--- config.mk ---
export PLATFORM = sky130hd
export DESIGN_NAME = pump_run_guard_controller_flat
export DESIGN_NICKNAME = d
export VERILOG_FILES = /design/src/hdl/prgc_pkg.sv /design/src/hdl/prgc_stream_if.sv /design/src/hdl/prgc_cfg_regs.sv /design/src/hdl/prgc_in_stage.sv /design/src/hdl/prgc_core.sv /design/src/hdl/pump_run_guard_controller.sv /design/src/flat_wrapper.sv
export SDC_FILE = /design/constraint.sdc
export NUM_CORES = 2
export LEC_CHECK = 0
export BUFFER_PORTS_ARGS = -buffer_cell sky130_fd_sc_hd__buf_2
export CAP_MARGIN = 5
export CORE_AREA = 10 10 296 298
export CTS_CLUSTER_SIZE = 12
export DETAILED_ROUTE_END_ITERATION = 6
export DIE_AREA = 0 0 306 308
export PLACE_DENSITY = 0.72
export SLEW_MARGIN = 25
export SYNTH_ARGS = -nofsm -noshare
export SYNTH_HDL_FRONTEND = slang
export SYNTH_SLANG_ARGS = --single-unit
--- constraint.sdc ---
create_clock -name i_clk -period 10.84 [get_ports i_clk]
set_input_delay 1.084 -clock i_clk [delete_from_list [all_inputs] [get_ports i_clk]]
set_output_delay 1.084 -clock i_clk [all_outputs]
set_load 0.005 [all_outputs]
--- src/hdl/prgc_pkg.sv ---
// Shared types and codes for the pump run guard controller.
// Used by every module of the block; depends on nothing.
`timescale 1ns / 1ps
`default_nettype none

package prgc_pkg;

    localparam int unsigned CFG_IDX_W = 2;

    // Configuration register indexes.
    localparam logic [CFG_IDX_W-1:0] CFG_RELAY_ACTIVE_LOW = 2'd0;
    localparam logic [CFG_IDX_W-1:0] CFG_MAX_RUN_LIMIT    = 2'd1;
    localparam logic [CFG_IDX_W-1:0] CFG_DRY_RUN          = 2'd2;
    localparam logic [CFG_IDX_W-1:0] CFG_MIN_OFF          = 2'd3;

    // Command codes.
    localparam logic [1:0] CMD_UPDATE = 2'd0;
    localparam logic [1:0] CMD_START  = 2'd1;
    localparam logic [1:0] CMD_STOP   = 2'd2;

    // Stop reason codes.
    localparam logic [2:0] REASON_NONE    = 3'd0;
    localparam logic [2:0] REASON_MANUAL  = 3'd1;
    localparam logic [2:0] REASON_TARGET  = 3'd2;
    localparam logic [2:0] REASON_TIMEOUT = 3'd3;
    localparam logic [2:0] REASON_DRY     = 3'd4;

    localparam logic [15:0] DRY_COUNT_MAX = 16'hFFFF;

    // Reset values of the configuration registers.
    localparam logic [31:0] MAX_RUN_LIMIT_RST = 32'd300000;
    localparam logic [31:0] DRY_RUN_RST       = 32'd10000;
    localparam logic [31:0] MIN_OFF_RST       = 32'd60000;

    typedef struct packed {
        logic [1:0]  cmd;
        logic [31:0] run_limit_request;
        logic [31:0] target_volume;
        logic [31:0] current_volume;
        logic [2:0]  stop_reason;
        logic        flow_pulse;
    } t_item;

    typedef struct packed {
        logic        relay_level;
        logic        pump_running;
        logic        event_flag;
        logic [2:0]  stop_code;
        logic [31:0] remaining_ms;
        logic [31:0] session_volume;
        logic        in_cooldown;
        logic [31:0] accum_run_ms;
        logic [15:0] dry_run_events;
    } t_result;

    typedef struct packed {
        logic [CFG_IDX_W-1:0] index;
        logic [31:0]          data;
    } t_cfg_write;

    typedef struct packed {
        logic        relay_active_low;
        logic [31:0] max_run_limit_ms;
        logic [31:0] dry_run_ms;
        logic [31:0] min_off_ms;
    } t_cfg;

endpackage

`default_nettype wire

--- src/hdl/prgc_stream_if.sv ---
// Valid/ready channel interface used for items, results and config writes.
// The payload type is given at instantiation, normally from prgc_pkg.
`timescale 1ns / 1ps
`default_nettype none

interface prgc_stream_if #(
    parameter type T = logic
) ();
    logic valid;
    logic ready;
    T     data;

    modport source (output valid, output data, input ready);
    modport sink   (input valid, input data, output ready);
endinterface

`default_nettype wire

--- src/hdl/prgc_cfg_regs.sv ---
// Configuration register file of the pump run guard controller.
// Depends on prgc_pkg for the register indexes and the t_cfg struct.
`timescale 1ns / 1ps
`default_nettype none

module prgc_cfg_regs (
    input  wire logic                i_clk,
    input  wire logic                i_rst_n,
    input  wire logic                i_wr_valid,
    input  wire prgc_pkg::t_cfg_write i_wr,
    output logic                     o_wr_ready,
    output prgc_pkg::t_cfg           o_cfg
);
    import prgc_pkg::*;

    t_cfg r_cfg;

    assign o_wr_ready = 1'b1;
    assign o_cfg      = r_cfg;

    always_ff @(posedge i_clk) begin
        if (!i_rst_n) begin
            r_cfg.relay_active_low <= 1'b0;
            r_cfg.max_run_limit_ms <= MAX_RUN_LIMIT_RST;
            r_cfg.dry_run_ms       <= DRY_RUN_RST;
            r_cfg.min_off_ms       <= MIN_OFF_RST;
        end else if (i_wr_valid) begin
            case (i_wr.index)
                CFG_RELAY_ACTIVE_LOW: r_cfg.relay_active_low <= i_wr.data[0];
                CFG_MAX_RUN_LIMIT:    r_cfg.max_run_limit_ms <= i_wr.data;
                CFG_DRY_RUN:          r_cfg.dry_run_ms       <= i_wr.data;
                CFG_MIN_OFF:          r_cfg.min_off_ms       <= i_wr.data;
                default: begin
                end
            endcase
        end
    end

endmodule

`default_nettype wire

--- src/hdl/prgc_in_stage.sv ---
// Input register of the pump run guard controller: holds one item for the core.
// Depends on prgc_pkg for the t_item struct.
`timescale 1ns / 1ps
`default_nettype none

module prgc_in_stage (
    input  wire logic            i_clk,
    input  wire logic            i_rst_n,
    input  wire logic            i_valid,
    input  wire prgc_pkg::t_item i_item,
    output logic                 o_ready,
    input  wire logic            i_take,
    output logic                 o_valid,
    output prgc_pkg::t_item      o_item
);
    import prgc_pkg::*;

    logic  r_valid;
    t_item r_item;

    // A new item may enter while the held one is being taken by the core.
    assign o_ready = !r_valid || i_take;
    assign o_valid = r_valid;
    assign o_item  = r_item;

    always_ff @(posedge i_clk) begin
        if (!i_rst_n) begin
            r_valid <= 1'b0;
        end else if (o_ready) begin
            r_valid <= i_valid;
        end
    end

    always_ff @(posedge i_clk) begin
        if (o_ready && i_valid) begin
            r_item <= i_item;
        end
    end

endmodule

`default_nettype wire

--- src/hdl/prgc_core.sv ---
// Session state, per-tick decision logic and result register of the controller.
// Depends on prgc_pkg for item, result and configuration types and codes.
`timescale 1ns / 1ps
`default_nettype none

module prgc_core (
    input  wire logic            i_clk,
    input  wire logic            i_rst_n,
    input  wire prgc_pkg::t_cfg  i_cfg,
    input  wire logic            i_valid,
    input  wire prgc_pkg::t_item i_item,
    output logic                 o_take,
    output logic                 o_res_valid,
    output prgc_pkg::t_result    o_res,
    input  wire logic            i_res_ready
);
    import prgc_pkg::*;

    logic [31:0] r_now, n_now;
    logic        r_running, n_running;
    logic [31:0] r_start, n_start;
    logic [31:0] r_stop, n_stop;
    logic [31:0] r_pulse, n_pulse;
    logic        r_stopped, n_stopped;
    logic [31:0] r_target, n_target;
    logic [31:0] r_start_vol, n_start_vol;
    logic [2:0]  r_reason, n_reason;
    logic [31:0] r_total, n_total;
    logic [15:0] r_dry, n_dry;
    logic        r_lim_act, n_lim_act;
    logic [31:0] r_lim_dur, n_lim_dur;

    logic        r_out_valid;
    t_result     r_res, n_res;

    logic        advance;
    logic [31:0] elapsed;
    logic        cooling_pre;
    logic [31:0] vol_delta;
    logic [31:0] run_req;
    logic        halt;
    logic [2:0]  halt_reason;
    logic        evt;
    logic [31:0] elapsed_post;
    logic [31:0] remain;

    assign advance     = !r_out_valid || i_res_ready;
    assign o_take      = i_valid && advance;
    assign o_res_valid = r_out_valid;
    assign o_res       = r_res;

    assign elapsed     = r_now - r_start;
    assign cooling_pre = r_stopped && !r_running && ((r_now - r_stop) < i_cfg.min_off_ms);
    assign vol_delta   = (i_item.current_volume > r_start_vol) ?
                         (i_item.current_volume - r_start_vol) : 32'd0;
    assign run_req     = (i_item.run_limit_request == 32'd0 ||
                          i_item.run_limit_request > i_cfg.max_run_limit_ms) ?
                         i_cfg.max_run_limit_ms : i_item.run_limit_request;

    always_comb begin
        n_now       = r_now + 32'd1;
        n_running   = r_running;
        n_start     = r_start;
        n_stop      = r_stop;
        n_pulse     = r_pulse;
        n_stopped   = r_stopped;
        n_target    = r_target;
        n_start_vol = r_start_vol;
        n_reason    = r_reason;
        n_total     = r_total;
        n_dry       = r_dry;
        n_lim_act   = r_lim_act;
        n_lim_dur   = r_lim_dur;
        halt        = 1'b0;
        halt_reason = REASON_NONE;
        evt         = 1'b0;

        case (i_item.cmd)
            CMD_UPDATE: begin
                if (r_running) begin
                    // Timeout wins over dry run, which wins over the target stop.
                    if (r_lim_act && elapsed >= r_lim_dur) begin
                        halt        = 1'b1;
                        halt_reason = REASON_TIMEOUT;
                        evt         = 1'b1;
                    end else begin
                        if (i_item.flow_pulse) begin
                            n_pulse = r_now;
                        end
                        if (elapsed > i_cfg.dry_run_ms &&
                            (r_now - n_pulse) > i_cfg.dry_run_ms) begin
                            if (r_dry != DRY_COUNT_MAX) begin
                                n_dry = r_dry + 16'd1;
                            end
                            halt        = 1'b1;
                            halt_reason = REASON_DRY;
                            evt         = 1'b1;
                        end else if (r_target != 32'd0 && vol_delta >= r_target) begin
                            halt        = 1'b1;
                            halt_reason = REASON_TARGET;
                            evt         = 1'b1;
                        end
                    end
                end
            end
            CMD_START: begin
                if (!r_running && !cooling_pre) begin
                    n_running   = 1'b1;
                    n_start     = r_now;
                    n_pulse     = r_now;
                    n_target    = i_item.target_volume;
                    n_start_vol = i_item.current_volume;
                    n_reason    = REASON_NONE;
                    n_lim_act   = 1'b1;
                    n_lim_dur   = run_req;
                    evt         = 1'b1;
                end
            end
            CMD_STOP: begin
                halt        = 1'b1;
                halt_reason = (i_item.stop_reason > REASON_DRY) ? REASON_MANUAL
                                                                : i_item.stop_reason;
            end
            default: begin
            end
        endcase

        if (halt) begin
            if (r_running) begin
                n_total = r_total + elapsed;
            end
            n_running = 1'b0;
            n_stop    = r_now;
            n_stopped = 1'b1;
            n_reason  = halt_reason;
            n_lim_act = 1'b0;
        end
    end

    // The result reflects the state after this tick's command.
    assign elapsed_post = r_now - n_start;
    assign remain = (n_running && n_lim_act && elapsed_post < n_lim_dur) ?
                    (n_lim_dur - elapsed_post) : 32'd0;

    always_comb begin
        n_res.relay_level      = n_running ^ i_cfg.relay_active_low;
        n_res.pump_running     = n_running;
        n_res.event_flag       = evt;
        n_res.stop_code        = n_reason;
        n_res.remaining_ms     = remain;
        n_res.session_volume   = (i_item.current_volume > n_start_vol) ?
                                 (i_item.current_volume - n_start_vol) : 32'd0;
        n_res.in_cooldown      = n_stopped && !n_running &&
                                 ((r_now - n_stop) < i_cfg.min_off_ms);
        n_res.accum_run_ms     = n_total;
        n_res.dry_run_events   = n_dry;
    end

    always_ff @(posedge i_clk) begin
        if (!i_rst_n) begin
            r_now       <= 32'd0;
            r_running   <= 1'b0;
            r_start     <= 32'd0;
            r_stop      <= 32'd0;
            r_pulse     <= 32'd0;
            r_stopped   <= 1'b0;
            r_target    <= 32'd0;
            r_start_vol <= 32'd0;
            r_reason    <= REASON_NONE;
            r_total     <= 32'd0;
            r_dry       <= 16'd0;
            r_lim_act   <= 1'b0;
            r_lim_dur   <= 32'd0;
        end else if (o_take) begin
            r_now       <= n_now;
            r_running   <= n_running;
            r_start     <= n_start;
            r_stop      <= n_stop;
            r_pulse     <= n_pulse;
            r_stopped   <= n_stopped;
            r_target    <= n_target;
            r_start_vol <= n_start_vol;
            r_reason    <= n_reason;
            r_total     <= n_total;
            r_dry       <= n_dry;
            r_lim_act   <= n_lim_act;
            r_lim_dur   <= n_lim_dur;
        end
    end

    always_ff @(posedge i_clk) begin
        if (!i_rst_n) begin
            r_out_valid <= 1'b0;
        end else if (advance) begin
            r_out_valid <= i_valid;
        end
    end

    always_ff @(posedge i_clk) begin
        if (o_take) begin
            r_res <= n_res;
        end
    end

    a_no_cooldown_while_running: assert property (@(posedge i_clk) disable iff (!i_rst_n)
        r_out_valid |-> !(r_res.pump_running && r_res.in_cooldown))
        else $error("result reports cooldown while the pump runs");

    a_dry_count_monotonic: assert property (@(posedge i_clk) disable iff (!i_rst_n)
        $past(i_rst_n) |-> (r_dry >= $past(r_dry)))
        else $error("dry run count decreased");

    a_start_flags_event: assert property (@(posedge i_clk) disable iff (!i_rst_n)
        ($past(i_rst_n) && $rose(r_running)) |-> (r_out_valid && r_res.event_flag))
        else $error("session started without an event in its result");

    a_clock_per_item: assert property (@(posedge i_clk) disable iff (!i_rst_n)
        ($past(i_rst_n) && $past(o_take)) |-> (r_now == $past(r_now) + 32'd1))
        else $error("millisecond clock did not advance by one per item");

endmodule

`default_nettype wire

--- src/hdl/pump_run_guard_controller.sv ---
// Pump run guard controller: one millisecond tick per item, gated start, auto stops.
// Depends on prgc_pkg, prgc_stream_if, prgc_cfg_regs, prgc_in_stage and prgc_core.
//
// Each input item is one millisecond tick carrying an update, start or stop
// command with the flow meter reading. The block accepts one item per clock
// cycle while the result side takes results; a stalled result holds the flow.
// An accepted item passes the input register, then the decision logic into
// the result register. The rate is set by the session state update, which is
// registered once per item so each tick sees the state left by the one before.
// The result register and the input register let a new item enter while a
// result waits. Configuration writes are always accepted and take effect on
// the next cycle; write them only while no item is in flight.
`timescale 1ns / 1ps
`default_nettype none

module pump_run_guard_controller (
    input  wire logic     i_clk,
    input  wire logic     i_rst_n,
    prgc_stream_if.sink   i_item,
    prgc_stream_if.source o_result,
    prgc_stream_if.sink   i_cfg
);
    import prgc_pkg::*;

    t_cfg    w_cfg;
    logic    w_take;
    logic    w_core_valid;
    t_item   w_core_item;
    t_result w_res;

    prgc_cfg_regs u_cfg_regs (
        .i_clk      (i_clk),
        .i_rst_n    (i_rst_n),
        .i_wr_valid (i_cfg.valid),
        .i_wr       (i_cfg.data),
        .o_wr_ready (i_cfg.ready),
        .o_cfg      (w_cfg)
    );

    prgc_in_stage u_in_stage (
        .i_clk   (i_clk),
        .i_rst_n (i_rst_n),
        .i_valid (i_item.valid),
        .i_item  (i_item.data),
        .o_ready (i_item.ready),
        .i_take  (w_take),
        .o_valid (w_core_valid),
        .o_item  (w_core_item)
    );

    prgc_core u_core (
        .i_clk       (i_clk),
        .i_rst_n     (i_rst_n),
        .i_cfg       (w_cfg),
        .i_valid     (w_core_valid),
        .i_item      (w_core_item),
        .o_take      (w_take),
        .o_res_valid (o_result.valid),
        .o_res       (w_res),
        .i_res_ready (o_result.ready)
    );

    assign o_result.data = w_res;

endmodule

`default_nettype wire

--- src/flat_wrapper.sv ---
// flat-port wrapper written by rule: the top's interface ports become plain ports
module pump_run_guard_controller_flat import prgc_pkg::*;
  (i_clk, i_rst_n, i_item_valid, i_item_data, i_item_ready, o_result_valid, o_result_data, o_result_ready, i_cfg_valid, i_cfg_data, i_cfg_ready);
  prgc_stream_if #(.T(t_item)) i_item_i ();
  prgc_stream_if #(.T(t_result)) o_result_i ();
  prgc_stream_if #(.T(t_cfg_write)) i_cfg_i ();
  input  wire logic i_clk;
  input  wire logic i_rst_n;
  input wire logic [$bits(i_item_i.valid)-1:0] i_item_valid;
  input wire logic [$bits(i_item_i.data)-1:0] i_item_data;
  output wire logic [$bits(i_item_i.ready)-1:0] i_item_ready;
  output wire logic [$bits(o_result_i.valid)-1:0] o_result_valid;
  output wire logic [$bits(o_result_i.data)-1:0] o_result_data;
  input wire logic [$bits(o_result_i.ready)-1:0] o_result_ready;
  input wire logic [$bits(i_cfg_i.valid)-1:0] i_cfg_valid;
  input wire logic [$bits(i_cfg_i.data)-1:0] i_cfg_data;
  output wire logic [$bits(i_cfg_i.ready)-1:0] i_cfg_ready;
  assign i_item_i.valid = i_item_valid;
  assign i_item_i.data = i_item_data;
  assign i_item_ready = i_item_i.ready;
  assign o_result_valid = o_result_i.valid;
  assign o_result_data = o_result_i.data;
  assign o_result_i.ready = o_result_ready;
  assign i_cfg_i.valid = i_cfg_valid;
  assign i_cfg_i.data = i_cfg_data;
  assign i_cfg_ready = i_cfg_i.ready;
  pump_run_guard_controller u_core (.i_clk(i_clk), .i_rst_n(i_rst_n), .i_item(i_item_i), .o_result(o_result_i), .i_cfg(i_cfg_i));
endmodule
== Yosys cells after proc, flatten, opt, wreduce, memory -nomap -nowiden ==
Index checks and enable logic that the tools add are counted.
W data, S select, Z words.

* Register bits: 598
* Bits in latches: 0
* Memory bits (writable): 0
* Memory bits (read-only): 0
* Bits of input ports: 141
* Output and inout port bits: 122
* Memories: 0

* Add/sub/neg operators: 11
* Multipliers: 0
* Div/mod/pow operators: 0
* Order comparisons: 11
* Equality and inequality tests: 9
* Shifts and indexed selects: 0
* Mux-type cells: 47
* Bitwise gates (word level): 1
* Reductions and logical operators: 31

{| class="wikitable"
|+ Operator list
! cell !! count
|-
| $mux W32 || 18
|-
| $sub A32 B32 Y32 || 8
|-
| $gt A32 B32 Y1 || 5
|-
| $lt A32 B32 Y1 || 3
|-
| $mux W16 || 5
|-
| $ge A32 B32 Y1 || 2
|-
| $pmux W32 S2 || 1
|-
| $add A32 B1 Y32 const B || 1
|-
| $add A32 B32 Y32 || 1
|-
| $logic_not A32 Y1 || 1
|-
| $reduce_bool A32 Y1 || 1
|-
| $mux W3 || 7
|-
| $add A16 B1 Y16 const B || 1
|-
| $ne A16 B16 Y1 const B || 1
|-
| $logic_and A1 B1 Y1 || 12
|-
| $mux W1 || 12
|-
| $reduce_and A2 Y1 || 4
|-
| $eq A2 B2 Y1 const B || 3
|-
| $ne A2 B2 Y1 const B || 3
|-
| $pmux W3 S2 || 1
|-
| $logic_not A1 Y1 || 5
|-
| $reduce_and A5 Y1 || 1
|-
| $eq A2 B1 Y1 const B || 2
|-
| $logic_not A2 Y1 || 2
|-
| other kinds (7) || 10
|}

== Logic depth before layout (Yosys ltp) ==
* Depth after elaboration: 17
* Gate-level depth with buffers: 56
* Gate-level depth less buffers: 54

== Modules after synthesis ==
A second synthesis with hierarchy kept.

* Cells, all modules: 4880
* Area total of the unflattened synthesis: 42354.4 um^2

{| class="wikitable"
|+ By module, submodules not included
! module !! times used !! cells an instance !! area an instance (um^2) !! seq. area each (um^2)
|-
| prgc_core || 1 || 4401 || 35445.2 || 9158.8
|-
| prgc_cfg_regs || 1 || 372 || 3788.6 || 1941.9
|-
| prgc_in_stage || 1 || 107 || 3120.5 || 3083.0
|}

== Worst setup path after synthesis ==
Ideal clock, no wire load.

* Path type: register to register
* From: register u_core.u_in_stage.r_item, in the netlist u_core.u_in_stage.o_item[0]
* To: register u_core.u_core.r_res, in the netlist u_core.u_core.o_res[48] (data pin)
* Arrival time: 10160 ps
* Slack: 473 ps
* Cell stages (with the launch flop): 55
* Buffers on the path: 3
* Period minus slack after synthesis: 10367 ps
* Path through: edfxtp_1 > clkbuf_1 > clkbuf_1 > mux2i_1 > fa_1 > a21o_1 > a21oi_1 > o21bai_1 > a21oi_1 > o211ai_1 > a311oi_1 > nand4b_1 > a311o_1 > o211ai_1 > a21oi_1 > o21bai_1 > xor2_1 > ha_1 > [19 not listed] > a311oi_2 > nor4_4 > a31oi_1 > nor2b_1 > o21ai_0 > a21oi_1 > ha_1 > a21oi_1 > nor2b_1 > o21ai_0 > nand2b_1 > a21oi_1 > nor2b_1 > o21ai_0 > nand2b_1 > a221oi_1 > o211ai_1 > a2111oi_0

{| class="wikitable"
|+ RTL lines
! element !! line !! source
|-
| from (decl) || prgc_in_stage.sv:19 || <nowiki>t_item r_item;</nowiki>
|-
| from (signal assigned) || prgc_in_stage.sv:36 || <nowiki>r_item <= i_item;</nowiki>
|-
| to (signal assigned) || prgc_core.sv:201 || <nowiki>r_res <= n_res;</nowiki>
|-
| to (decl) || prgc_core.sv:34 || <nowiki>t_result r_res, n_res;</nowiki>
|}

==> impl_metrics.csv <==
group,metric,value,unit
setup_path,cp_max_fo,13,
logic_synthesis,synth_top_cell_by_area,"sky130_fd_sc_hd__dfxtp_1",
clock_tree,cts-htree-levels,3,
final_layout,layout-area-overhead-vs-synth,13.1,%
global_route,pin_count_of_the_biggest_net_entering_global_routing,97,
timing,setup_violations,0,
clock_tree,worst_setup_hold_path_clk_slew,60,ps
clock_tree,clock_latency_at_the_later_pin_of_the_worst_skew_pair,650,ps
logic_synthesis,postSynthNetCount,5551,
setup_path,worst_path_max_delay_cell,"sky130_fd_sc_hd__a221o_1",
routing,detail_route.first_pass.iterations,6,
clock_tree,clock_path_buffers,3,
global_route,antenna_found_initial,3,
global_route,grt.total_usage,0.248,
timing,rsz0062_at_grt,"true",
setup_path,worstPathArrival,10740,ps
global_route,wire_length_of_the_first_global_routing_pass,189000,um
logic_synthesis,ys_ff_latch,598,
setup_path,critPathMostFrequentCell,"sky130_fd_sc_hd__a21oi_1",
final_layout,design.final.nets,5806,
logic_synthesis,yosysUniqueCellTypes,79,
global_route,grt-ovfl-total,0,
clock_tree,postCtsHoldBufs,0,
final_layout,fillCellCount,7234,
routing,wl_per_cell,19.2,um
setup_path,cp_slowest_stage_delay,410,ps
floorplan,floorplan.die.width,306,um
logic_synthesis,synth_enable_flop_cells,221,
timing,tns,0,ps
routing,detail_route.wirelength,121000,um
timing,hold_viol,0,
final_layout,multiInputGateArea,26000,um2
flow_run,drv_cap,0,
logic_synthesis,share_of_the_synthesized_area_in_the_top_cell_type,0.180,
clock_tree,cts_tree,"done",
logic_synthesis,synth-main-ff-cell,"sky130_fd_sc_hd__dfxtp_1",
logic_synthesis,yosys_warnings,0,
floorplan,cell_rows,105,
floorplan,ioPinCount,263,
placement,post-place-cells,6139,
logic_synthesis,seq_area_frac_synth,0.338,
power,vdd_drop_max,0.000135,V
final_layout,post_route_cells_drive_above_1_share,0.112,
power,power.density_cell_area,132,nW/um2
timing,slew_violations,0,
timing,worst_slew_pin_slew,1000,ps
global_route,first_global_vias,34861,
logic_synthesis,syn-instance-count,4895,
timing,finalCriticalPeriod,10300,ps
floorplan,fp.coreArea,81600,um2
final_layout,insertedDiodeCount,0,
timing,max_freq,0.0970,GHz
timing,finClkSkew,44.3,ps
floorplan,floorplan.initialDensity,0.515,
final_layout,layoutNonFillerInstCount,6279,
setup_path,crit_path_end_kind,"flop",
setup_path,timing.critical_path.from_type,"flop",
final_layout,sequential_cell_area,14200,um2
routing,drcViolationCount,0,
status,status,"finished clean",
clock_tree,cts_made_buffers,71,
floorplan,dieHeight,308,um
logic_synthesis,synth_async_sr_flop_share,0,
setup_path,timing.setup.critical_path_class,"reg2reg",
logic_synthesis,syn-mean-instance-area,8.58,um2
clock_tree,clock_tree.root_cell,"sky130_fd_sc_hd__clkbuf_16",
power,static-leakage-power,0.0201,uW
placement,hpwlAfterDp,93100,um
placement,gp_congestion,0.944,
timing,max-slew-margin-rel,0.332,
power,total_power,6280,uW
logic_synthesis,synth_area_leaders,"sky130_fd_sc_hd__dfxtp_1, sky130_fd_sc_hd__edfxtp_1, sky130_fd_sc_hd__ha_1",
routing,drt.antenna.violating_nets,0,
hold_path,hold_path.class,"reg2reg",
final_layout,final_util,0.582,
logic_synthesis,synth_area,42000,um2
placement,io_buffers,261,
routing,drt_first_iter_violations,2671,
setup_path,cp_data_required_time,11280,ps
routing,vias,36314,
routing,routed_via_density,5.78,
floorplan,die_area,94200,um2
clock_tree,cts.sink_count,598,
timing,fin_crit_sh,0.951,
[path summary, 6_finish.rpt]
kind | start | endpoint | slack (ps) | cells after the start
setup / recovery | u_core.u_in_stage.o_item[4] | u_core.u_core.o_res[48] | 540 | 53
hold / removal | u_core.u_cfg_regs.o_cfg[46] | u_core.u_cfg_regs.o_cfg[46] | 460 | 2
setup reg to reg | u_core.u_in_stage.o_item[4] | u_core.u_core.o_res[48] | 540 | 53
hold reg to reg | u_core.u_cfg_regs.o_cfg[46] | u_core.u_cfg_regs.o_cfg[46] | 460 | 2
[worst max-delay path, delay by kind of cell, from the launching register on]
kind / cells / cell delay [ps]
AO/OA/AOI/OAI: 30 / 5610
multiplexers: 1 / 270
AND/OR/NAND/NOR: 13 / 2000
XOR/XNOR: 1 / 140
adder cells (fa/ha/maj): 5 / 1360
flip-flops: 1 / 390
buffers and inverters: 3 / 300
[metal layers]
| layer | up-vias | part of all wire | GRT usage | wire length, um |
|---|---|---|---|---|
| li1 | 17829 | - | - | - |
| met1 | 17126 | 0.45 | 0.330 | 54000 |
| met2 | 1165 | 0.45 | 0.407 | 54700 |
| met3 | 194 | 0.067 | 0.0369 | 8080 |
| met4 | 0 | 0.034 | 0.0846 | 4110 |
| met5 | - | 0 | 0 | 0 |
[synthesized netlist by cell type, drive strengths merged (53+ instances only)]
master and count:
edfxtp 221, nor2 544, nand2 478, nand2b 55, o21bai 53, a21o 159
nand4 71, xnor2 164, xor2 127, nor3 69, inv 346, a21oi 465
mux2i 222, nor2b 56, ha 506, o21ai 221, clkbuf 163, nand3 68
a211oi 63, dfxtp 377
[sequential cells by signal, indices dropped and copies added, names as in the netlist]
name	flops
u_core.u_core.r_start	32
u_core.u_core.r_lim_dur	32
u_core.u_in_stage.o_valid	1
u_core.u_core.r_now	32
u_core.u_core.r_target	32
u_core.u_cfg_regs.o_cfg	97
u_core.u_core.r_lim_act	1
u_core.u_core.r_dry	16
u_core.u_core.r_stopped	1
u_core.u_core.r_start_vol	32
u_core.u_core.r_pulse	32
u_core.u_in_stage.o_item	102
u_core.u_core.o_res	119
u_core.u_core.r_stop	32
u_core.u_core.r_reason	3
u_core.u_core.o_res_valid	1
u_core.u_core.r_running	1
u_core.u_core.r_total	32
[power breakdown]
group	leakage (uW)	internal, uW	switching [uW]
logic	0.0138	508	743
registers	0.00518	2420	52.6
clock network	0.00120	1510	1040
total	0.0201	4440	1840
[metrics by stage]
stage | hold slack, ps | setup slack (ps) | area, um2
after detailed placement | 447 | -38.6 | 44800
after global placement | 442 | 279 | 44800
after floorplan | 436 | 473 | 42000
after global routing | 468 | -73.5 | 47500
after CTS | 456 | 8.45 | 47300
final | 457 | 536 | 47500
[logic make-up after synthesis]
| group | share of synthesized area |
|---|---|
| flops | 0.338 |
| simple gates | 0.162 |
| xor+xnor | 0.0607 |
| mux | 0.0585 |
| fa+ha+maj | 0.155 |
| other cells | 0.0000893 |
| compound gates | 0.178 |
| buf+inv | 0.0488 |
[cells in the final DEF, fill, tap and decap left out, types with 50 or more instances in the layout]
cell type / count
sky130_fd_sc_hd__nor2_1: 539
sky130_fd_sc_hd__ha_1: 504
sky130_fd_sc_hd__nand2_1: 477
sky130_fd_sc_hd__a21oi_1: 454
sky130_fd_sc_hd__dfxtp_1: 377
sky130_fd_sc_hd__inv_1: 342
sky130_fd_sc_hd__buf_2: 261
sky130_fd_sc_hd__mux2i_1: 221
sky130_fd_sc_hd__edfxtp_1: 221
sky130_fd_sc_hd__o21ai_0: 207
sky130_fd_sc_hd__xnor2_1: 164
sky130_fd_sc_hd__a21o_1: 159
sky130_fd_sc_hd__xor2_1: 127
sky130_fd_sc_hd__buf_4: 104
sky130_fd_sc_hd__clkbuf_16: 72
sky130_fd_sc_hd__nand4_1: 71
sky130_fd_sc_hd__nor3_1: 69
sky130_fd_sc_hd__nand3_1: 68
sky130_fd_sc_hd__a211oi_1: 62
sky130_fd_sc_hd__nor2b_1: 56
sky130_fd_sc_hd__nand2b_1: 54
sky130_fd_sc_hd__o21bai_1: 52
sky130_fd_sc_hd__o21a_1: 51
sky130_fd_sc_hd__and3_1: 50
[what timing repair did]
| action | 4_1_cts | 5_1_grt |
|---|---|---|
| cloned | 0 | 1 |
| buffers inserted | 0 | 7 |
| pin swaps | 0 | 18 |
| endpoints found under the setup margin | 1 | 59 |
| resized for setup | 1 | 40 |
[layout make-up]
type,count,area share
Tap cell,1070,0.0282
Timing Repair Buffer,373,0.0468
Multi-Input combinational cell,3760,0.547
Inverter,346,0.0276
Clock inverter,42,0.0126
Clock buffer,90,0.0395
Sequential cell,598,0.299
No activity file was read; power rests on OpenSTA's default activity.
